===== src/hdl/derq_pkg.sv =====
// ----------------------------------------------------------------------------
// Double-ended ring queue package
// Shared field widths, operation and status codes, and the result layout.
// ----------------------------------------------------------------------------
package derq_pkg;

    localparam int KIND_W      = 3;
    localparam int ENTRY_W     = 32;
    localparam int INDEX_W     = 6;
    localparam int STATUS_W    = 2;
    localparam int RING_SIZE_W = 7;

    // Packed result: 85 bits of fields padded to whole bytes.
    localparam int RESULT_W = STATUS_W + 2 * ENTRY_W + 3 * INDEX_W + 1;
    localparam int M_TDATA_W = ((RESULT_W + 7) / 8) * 8;
    localparam int PAD_W     = M_TDATA_W - RESULT_W;

    typedef enum logic [KIND_W-1:0] {
        KIND_PUSH_FRONT = 3'd0,
        KIND_PUSH_BACK  = 3'd1,
        KIND_POP_FRONT  = 3'd2,
        KIND_POP_BACK   = 3'd3,
        KIND_QUERY      = 3'd4
    } kind_t;

    typedef enum logic [STATUS_W-1:0] {
        ST_DONE  = 2'd0,
        ST_FULL  = 2'd1,
        ST_EMPTY = 2'd2
    } status_t;

    // Listed from the highest bit down; status sits in the lowest bits.
    typedef struct packed {
        logic [PAD_W-1:0]   pad;
        logic               empty_flag;
        logic [INDEX_W-1:0] free_slots;
        logic [INDEX_W-1:0] back_index;
        logic [INDEX_W-1:0] front_index;
        logic [ENTRY_W-1:0] back_entry;
        logic [ENTRY_W-1:0] front_entry;
        status_t            status;
    } result_t;

endpackage


===== src/hdl/double_ended_ring_queue.sv =====
// ----------------------------------------------------------------------------
// Double-ended ring queue
// Ring buffer deque with push and pop at both ends and a per-transaction
// status report.
// ----------------------------------------------------------------------------
// Channel   Dir  Bits  Contents (lowest bit first)
// s_        in   32/3  tdata: entry_data; tuser: kind
// m_        out  88    tdata: status, front_entry, back_entry, front_index,
//                      back_index, free_slots, empty_flag, zero pad
// cfg_wr_*  in   7     ring_size
//
// One transaction is accepted per cycle while the result is not stalled; its
// result appears in the next cycle, from the registered read of the entry RAM.
// Reset empties the queue and sets the ring size to 64 (or DEPTH if smaller).
// A ring size write empties the queue too.
// A stalled result holds the output register and the input side waits with it.
// ----------------------------------------------------------------------------
module double_ended_ring_queue
    import derq_pkg::*;
#(
    parameter int DEPTH      = 64,
    parameter int DATA_WIDTH = 32
) (
    input  logic                   aclk,
    input  logic                   aresetn,
    input  logic                   s_tvalid,
    output logic                   s_tready,
    input  logic [ENTRY_W-1:0]     s_tdata,     // entry_data
    input  logic [KIND_W-1:0]      s_tuser,     // kind
    output logic                   m_tvalid,
    input  logic                   m_tready,
    output logic [M_TDATA_W-1:0]   m_tdata,     // status, front_entry, back_entry,
                                                // front_index, back_index,
                                                // free_slots, empty_flag, pad
    input  logic                   cfg_wr_en,
    input  logic [RING_SIZE_W-1:0] cfg_wr_data  // ring_size
);

    localparam int IW   = $clog2(DEPTH);
    localparam int SW   = $clog2(DEPTH + 1);
    localparam int CMPW = (SW > RING_SIZE_W) ? SW : RING_SIZE_W;
    localparam int RESET_SIZE = (DEPTH < 64) ? DEPTH : 64;

    // Ring state.
    logic [IW-1:0] front_reg, front_next;
    logic [IW-1:0] back_reg, back_next;
    logic [IW-1:0] last_reg, last_next;   // effective ring size minus one
    logic [SW-1:0] size_reg, size_next;

    // Result stage.
    logic                  m_valid_reg, m_valid_next;
    status_t               status_reg, status_next;
    logic [IW-1:0]         front_q_reg, back_q_reg;
    logic [IW-1:0]         free_reg, free_next;
    logic                  empty_reg, empty_next;
    logic                  byp_a_reg, byp_a_next;
    logic                  byp_b_reg, byp_b_next;
    logic [DATA_WIDTH-1:0] wdata_reg;

    logic                  accept;
    kind_t                 kind;
    logic [DATA_WIDTH-1:0] wdata;
    logic                  wr_en;
    logic [IW-1:0]         wr_addr;
    logic [IW-1:0]         rd_addr_b;
    logic [DATA_WIDTH-1:0] rd_data_a, rd_data_b;
    logic                  full;
    logic [CMPW-1:0]       cfg_ext;
    result_t               result;

    function automatic logic [IW-1:0] step_fwd(input logic [IW-1:0] p,
                                               input logic [IW-1:0] last);
        return (p == last) ? '0 : p + IW'(1);
    endfunction

    function automatic logic [IW-1:0] step_back(input logic [IW-1:0] p,
                                                input logic [IW-1:0] last);
        return (p == '0) ? last : p - IW'(1);
    endfunction

    // Entries held between front and back, taken modulo the ring size.
    function automatic logic [SW-1:0] held(input logic [IW-1:0] f,
                                           input logic [IW-1:0] b,
                                           input logic [SW-1:0] size);
        logic [SW-1:0] diff;
        diff = SW'(b) - SW'(f);
        return (b < f) ? diff + size : diff;
    endfunction

    assign accept   = s_tvalid && s_tready;
    assign s_tready = !m_valid_reg || m_tready;
    assign kind     = kind_t'(s_tuser);
    assign wdata    = DATA_WIDTH'(s_tdata);
    assign full     = (held(front_reg, back_reg, size_reg) == SW'(last_reg));

    // The effective size is the written value clamped to 2..DEPTH.
    assign cfg_ext = CMPW'(cfg_wr_data);
    always_comb begin
        if (cfg_ext < CMPW'(2)) begin
            size_next = SW'(2);
        end else if (cfg_ext > CMPW'(DEPTH)) begin
            size_next = SW'(DEPTH);
        end else begin
            size_next = SW'(cfg_ext);
        end
        last_next = IW'(size_next - SW'(1));
    end

    always_comb begin
        front_next  = front_reg;
        back_next   = back_reg;
        status_next = ST_DONE;
        wr_en       = 1'b0;
        wr_addr     = back_reg;
        case (kind)
            KIND_PUSH_FRONT: begin
                if (full) begin
                    status_next = ST_FULL;
                end else begin
                    front_next = step_back(front_reg, last_reg);
                    wr_en      = 1'b1;
                    wr_addr    = front_next;
                end
            end
            KIND_PUSH_BACK: begin
                if (full) begin
                    status_next = ST_FULL;
                end else begin
                    back_next = step_fwd(back_reg, last_reg);
                    wr_en     = 1'b1;
                    wr_addr   = back_reg;
                end
            end
            KIND_POP_FRONT: begin
                if (front_reg == back_reg) begin
                    status_next = ST_EMPTY;
                end else begin
                    front_next = step_fwd(front_reg, last_reg);
                end
            end
            KIND_POP_BACK: begin
                if (front_reg == back_reg) begin
                    status_next = ST_EMPTY;
                end else begin
                    back_next = step_back(back_reg, last_reg);
                end
            end
            default: begin
            end
        endcase
    end

    assign rd_addr_b = step_back(back_next, last_reg);

    // The RAM returns old data on a same-cycle read of the written slot,
    // so such reads take the pushed word from the result stage instead.
    always_comb begin
        free_next    = IW'(SW'(last_reg) - held(front_next, back_next, size_reg));
        empty_next   = (front_next == back_next);
        byp_a_next   = wr_en && (wr_addr == front_next);
        byp_b_next   = wr_en && (wr_addr == rd_addr_b);
        m_valid_next = accept ? 1'b1 : (m_tready ? 1'b0 : m_valid_reg);
    end

    derq_ram #(
        .WIDTH (DATA_WIDTH),
        .DEPTH (DEPTH)
    ) u_ram (
        .clk       (aclk),
        .wr_en     (accept && wr_en),
        .wr_addr   (wr_addr),
        .wr_data   (wdata),
        .rd_en     (accept),
        .rd_addr_a (front_next),
        .rd_addr_b (rd_addr_b),
        .rd_data_a (rd_data_a),
        .rd_data_b (rd_data_b)
    );

    always_ff @(posedge aclk) begin
        if (!aresetn) begin
            front_reg   <= '0;
            back_reg    <= '0;
            size_reg    <= SW'(RESET_SIZE);
            last_reg    <= IW'(RESET_SIZE - 1);
            m_valid_reg <= 1'b0;
        end else begin
            if (cfg_wr_en) begin
                front_reg <= '0;
                back_reg  <= '0;
                size_reg  <= size_next;
                last_reg  <= last_next;
            end else if (accept) begin
                front_reg <= front_next;
                back_reg  <= back_next;
            end
            m_valid_reg <= m_valid_next;
        end
    end

    always_ff @(posedge aclk) begin
        if (accept) begin
            status_reg  <= status_next;
            front_q_reg <= front_next;
            back_q_reg  <= back_next;
            free_reg    <= free_next;
            empty_reg   <= empty_next;
            byp_a_reg   <= byp_a_next;
            byp_b_reg   <= byp_b_next;
            wdata_reg   <= wdata;
        end
    end

    always_comb begin
        result             = '0;
        result.status      = status_reg;
        result.front_index = INDEX_W'(front_q_reg);
        result.back_index  = INDEX_W'(back_q_reg);
        result.free_slots  = INDEX_W'(free_reg);
        result.empty_flag  = empty_reg;
        if (!empty_reg) begin
            result.front_entry = ENTRY_W'(byp_a_reg ? wdata_reg : rd_data_a);
            result.back_entry  = ENTRY_W'(byp_b_reg ? wdata_reg : rd_data_b);
        end
    end

    assign m_tvalid = m_valid_reg;
    assign m_tdata  = result;

endmodule


===== src/hdl/derq_ram.sv =====
// ----------------------------------------------------------------------------
// Generic RAM
// One write port and two read ports, read data registered on read enable.
// ----------------------------------------------------------------------------
module derq_ram #(
    parameter int WIDTH = 32,
    parameter int DEPTH = 64
) (
    input  logic                     clk,
    input  logic                     wr_en,
    input  logic [$clog2(DEPTH)-1:0] wr_addr,
    input  logic [WIDTH-1:0]         wr_data,
    input  logic                     rd_en,
    input  logic [$clog2(DEPTH)-1:0] rd_addr_a,
    input  logic [$clog2(DEPTH)-1:0] rd_addr_b,
    output logic [WIDTH-1:0]         rd_data_a,
    output logic [WIDTH-1:0]         rd_data_b
);

    logic [WIDTH-1:0] mem [DEPTH];

    always_ff @(posedge clk) begin
        if (wr_en) begin
            mem[wr_addr] <= wr_data;
        end
        if (rd_en) begin
            rd_data_a <= mem[rd_addr_a];
            rd_data_b <= mem[rd_addr_b];
        end
    end

endmodule


===== config.mk =====
export PLATFORM = sky130hd
export DESIGN_NAME = double_ended_ring_queue
export DESIGN_NICKNAME = d
export VERILOG_FILES = /design/src/hdl/derq_pkg.sv /design/src/hdl/double_ended_ring_queue.sv /design/src/hdl/derq_ram.sv
export SDC_FILE = /design/constraint.sdc
export NUM_CORES = 2
export LEC_CHECK = 0
export ABC_AREA = 1
export BUFFER_PORTS_ARGS = -buffer_cell sky130_fd_sc_hd__buf_4
export CAP_MARGIN = 20
export CORE_MARGIN = 2
export CORE_UTILIZATION = 25
export DETAILED_ROUTE_END_ITERATION = 8
export PLACE_DENSITY = 0.37
export SYNTH_ARGS = -nofsm -noshare
export SYNTH_HDL_FRONTEND = slang
export SYNTH_SLANG_ARGS = --single-unit

===== constraint.sdc =====
create_clock -name aclk -period 17.6 [get_ports aclk]
set_clock_uncertainty 0.1 [all_clocks]
set_input_delay 3.52 -clock aclk [delete_from_list [all_inputs] [get_ports aclk]]
set_output_delay 3.52 -clock aclk [all_outputs]
set_load 0.02 [all_outputs]

==> results.md <==
- Iteration count of the initial detailed-routing pass: 7
- Final period utilization: 52.4%
- Total of cells resized after clock tree synthesis: 0
- Vias in the first global route: 94500
- Total count of max-transition violations in the final report: 0
- Number of maximum-capacitance violations: 0
- Arrival time at the worst endpoint: 9800 ps
- Detailed-route DRC error count: 0
- Overall Global Routing Usage: 23.6%
- Total power per unit cell area: 117 mW/mm^2
- Floorplan row count: 251
- Count of routing violations after the opening detailed-route iteration: 10600
- Post-CTS Repair Setup Buffers: 0
- FMAX: 0.108 GHz
- Critical Path Sink Type: flop
- First-pass GRT wire length: 789000 um
- Kind of start point of the critical path: primary input
- Commonest cells after routing, fill and taps aside: sky130_fd_sc_hd__nand2_1, sky130_fd_sc_hd__nand3_1, sky130_fd_sc_hd__edfxtp_1
- Cell count after placement: 19300
- Worst Path Required: 18180 ps
- Launching element of the worst setup path: s_tuser[2]
- Core Region: 0.466 sq mm
- Primary flip-flop cell chosen by synthesis mapping: sky130_fd_sc_hd__edfxtp_1
- Largest register FFs: 2048
- Vias per std cell: 5.05
- Clock-pin slew on the worst setup and hold paths: 60 ps
- Number of hold-repair buffers added at the cts stage: 0
- Crit-path max FO: 93
- Overall die area: 0.473 sq mm
- CTS Buffer Depth: 4
- Count of buffers inserted at the top-level ports: 133
- Tightest Pin Transition: 1280 ps
- Type of the setup path with the least slack: in -> reg
- Initial core utilization: 25.1%
- Yosys warning count: 0
- VDD IR-drop max: 0.0000836 V
- Share of flip-flops with an asynchronous set or reset after synthesis: 0%
- Die X-Extent: 688 um
- Total number of vias: 100000
- Clock tree from TritonCTS: yes
- Routed wire length: 575000 um
- Number of synthesized flops with an enable pin: 2167
- Total Nets Final: 13500
- Detail Route Antenna Nets: 0
- Largest net degree at the start of global routing: 168
- Leakage Power: 53.0 nW
- Insertion delay to the later sink of the worst-skew pair: 960 ps
- Height of the chip: 688 um
- Number of flip-flops and latches in the synthesized netlist: 2193
- Combined area of all synthesized cells: 0.117 sq mm
- Most frequent standard cell in the layout excluding fill and tap cells: sky130_fd_sc_hd__nand2_1
- Average wire per standard cell: 29.0 um
- Cell variety after synth: 46
- Number of buffers added by the clock tree synthesis step: 290
- Final estimated routing congestion in global placement: 0.820
- Avg Synthesized Cell Area: 8.55 sq um
- Total of endpoints with negative setup slack in the final report: 0
- Kind of path behind the tightest hold check: reg -> reg
- Final setup TNS: 0 ps
- CTS Root Cell: sky130_fd_sc_hd__clkbuf_16
- Worst relative slew slack: 14.8%
- HPWL reported at the end of detailed placement: 310000 um
- Share of final-layout standard cells stronger than drive strength 1: 6.65%
- Outcome: finished, final reports clean
- CTS sink cnt: 2193
- Unrepaired setup endpoints after global routing: false
- Most flop-heavy register: u_ram.mem
- Sequential fraction of the synthesis area: 56.1%
- Worst hold start: m_tvalid
- Endpoints failing hold: 0
- Maximum level of the CTS H-tree: 5
- I/O pins: 137
- Fin crit period: 9230 ps
- Reg2reg start: back_reg[0]
- Synthesized netlist cell count: 13700
- Area Overhead vs Synth: 14.3%
- Number of antenna violations at the first check in global routing: 49
- Finished Layout Cells: 19900
- Remaining Overflow, GRT: 0
critical path, stage by stage:
cell                       delay, ps
sky130_fd_sc_hd__buf_4           150
sky130_fd_sc_hd__nor2_1          100
sky130_fd_sc_hd__buf_4           240
sky130_fd_sc_hd__inv_1           100
sky130_fd_sc_hd__nor2_1          370
sky130_fd_sc_hd__o211ai_1        160
sky130_fd_sc_hd__nand3_1         140
sky130_fd_sc_hd__nand2_4         440
sky130_fd_sc_hd__inv_8           720
sky130_fd_sc_hd__buf_4           560
sky130_fd_sc_hd__buf_4           680
sky130_fd_sc_hd__buf_4           680
sky130_fd_sc_hd__buf_4           770
sky130_fd_sc_hd__nor2_1           80
sky130_fd_sc_hd__o211ai_1        220
sky130_fd_sc_hd__o21ai_1         100
sky130_fd_sc_hd__nand2_1          90
sky130_fd_sc_hd__nand3_1         100
sky130_fd_sc_hd__nand3_1         200
sky130_fd_sc_hd__nand2_1          60
worst paths after layout:
check,slack [ps],endpoint,cells past startpoint
worst max-delay path,8370,u_ram.rd_data_a[20],20
worst min-delay path,430,m_tvalid,2
worst max register to register,8460,u_ram.rd_data_a[20],31
worst min register to register,430,m_tvalid,2
stage by stage:
| step | util [%] | hold slack (ps) | instance area, sq um | power (mW) | worst slack (ps) |
|---|---|---|---|---|---|
| 2_1_floorplan | - | 352 | 117000 | 8.25 | 8730 |
| 3_3_place_gp | 26.8 | 411 | 125000 | 10.1 | 7630 |
| 3_5_place_dp | 26.8 | 427 | 125000 | 10.1 | 7610 |
| 4_1_cts | 28.6 | 434 | 133000 | 15.7 | 8610 |
| 5_1_grt | 28.6 | 465 | 134000 | 16.2 | 7940 |
| 6_report | 28.6 | 426 | 134000 | 15.6 | 8370 |
power by group:
| group | switching (mW) | leakage, nW | internal (mW) |
|---|---|---|---|
| Clock | 2.46 | 4.20 | 3.20 |
| Combinational | 3.11 | 29.0 | 0.993 |
| Sequential | 0.0497 | 19.8 | 5.84 |
Yosys cell counts (all sizes together) (2+ instances only):
| cell type | count | share of area, % |
|---|---|---|
| nor4 | 14 | 0.088 |
| a22oi | 3 | 0.019 |
| nand2 | 3515 | 11 |
| xor2 | 22 | 0.16 |
| edfxtp | 2167 | 56 |
| dfxtp | 26 | 0.45 |
| or2 | 3 | 0.016 |
| ha | 38 | 0.41 |
| clkinv | 6 | 0.019 |
| nor2 | 593 | 1.9 |
| fa | 5 | 0.086 |
| clkbuf | 504 | 1.6 |
| nor3 | 12 | 0.051 |
| o22ai | 29 | 0.16 |
| nand4 | 20 | 0.11 |
| inv | 1917 | 6.2 |
| o21ai | 946 | 4.1 |
| xnor2 | 2 | 0.015 |
| nand3b | 131 | 0.84 |
| nand3 | 2612 | 11 |
| a221oi | 2 | 0.015 |
| buf | 451 | 1.8 |
| o211ai | 431 | 2.8 |
| a21oi | 210 | 0.90 |
| a32oi | 3 | 0.022 |
layout make-up:
type                            instances  area, sq um
Inverter                             1923         7280
Antenna cell                           14         35.0
Tap cell                             6198         7750
Multi-Input combinational cell       8599        40700
Fill cell                           49400       333000
Sequential cell                      2193        65600
Timing Repair Buffer                  422         3540
Clock buffer                          372         7650
Clock inverter                        131         1010
layer usage:
| layer | track usage (%) | routed length, um | vias up |
|---|---|---|---|
| met3 | 3.52 | 38700 | 777 |
| met1 | 32.3 | 253000 | 50400 |
| met5 | 0 | 59 | - |
| li1 | - | - | 45200 |
| met4 | 7.39 | 19800 | 10 |
| met2 | 38.2 | 263000 | 3907 |
cell families after synthesis:
family	share of synthesized area [%]
adder cells (fa/ha/maj)	0.493
other	0.00321
XOR/XNOR	0.180
flip-flops	56.1
AND/OR/NAND/NOR	25.6
buffers and inverters	9.62
AO/OA/AOI/OAI	7.99
(Power assumes the default switching activity.)
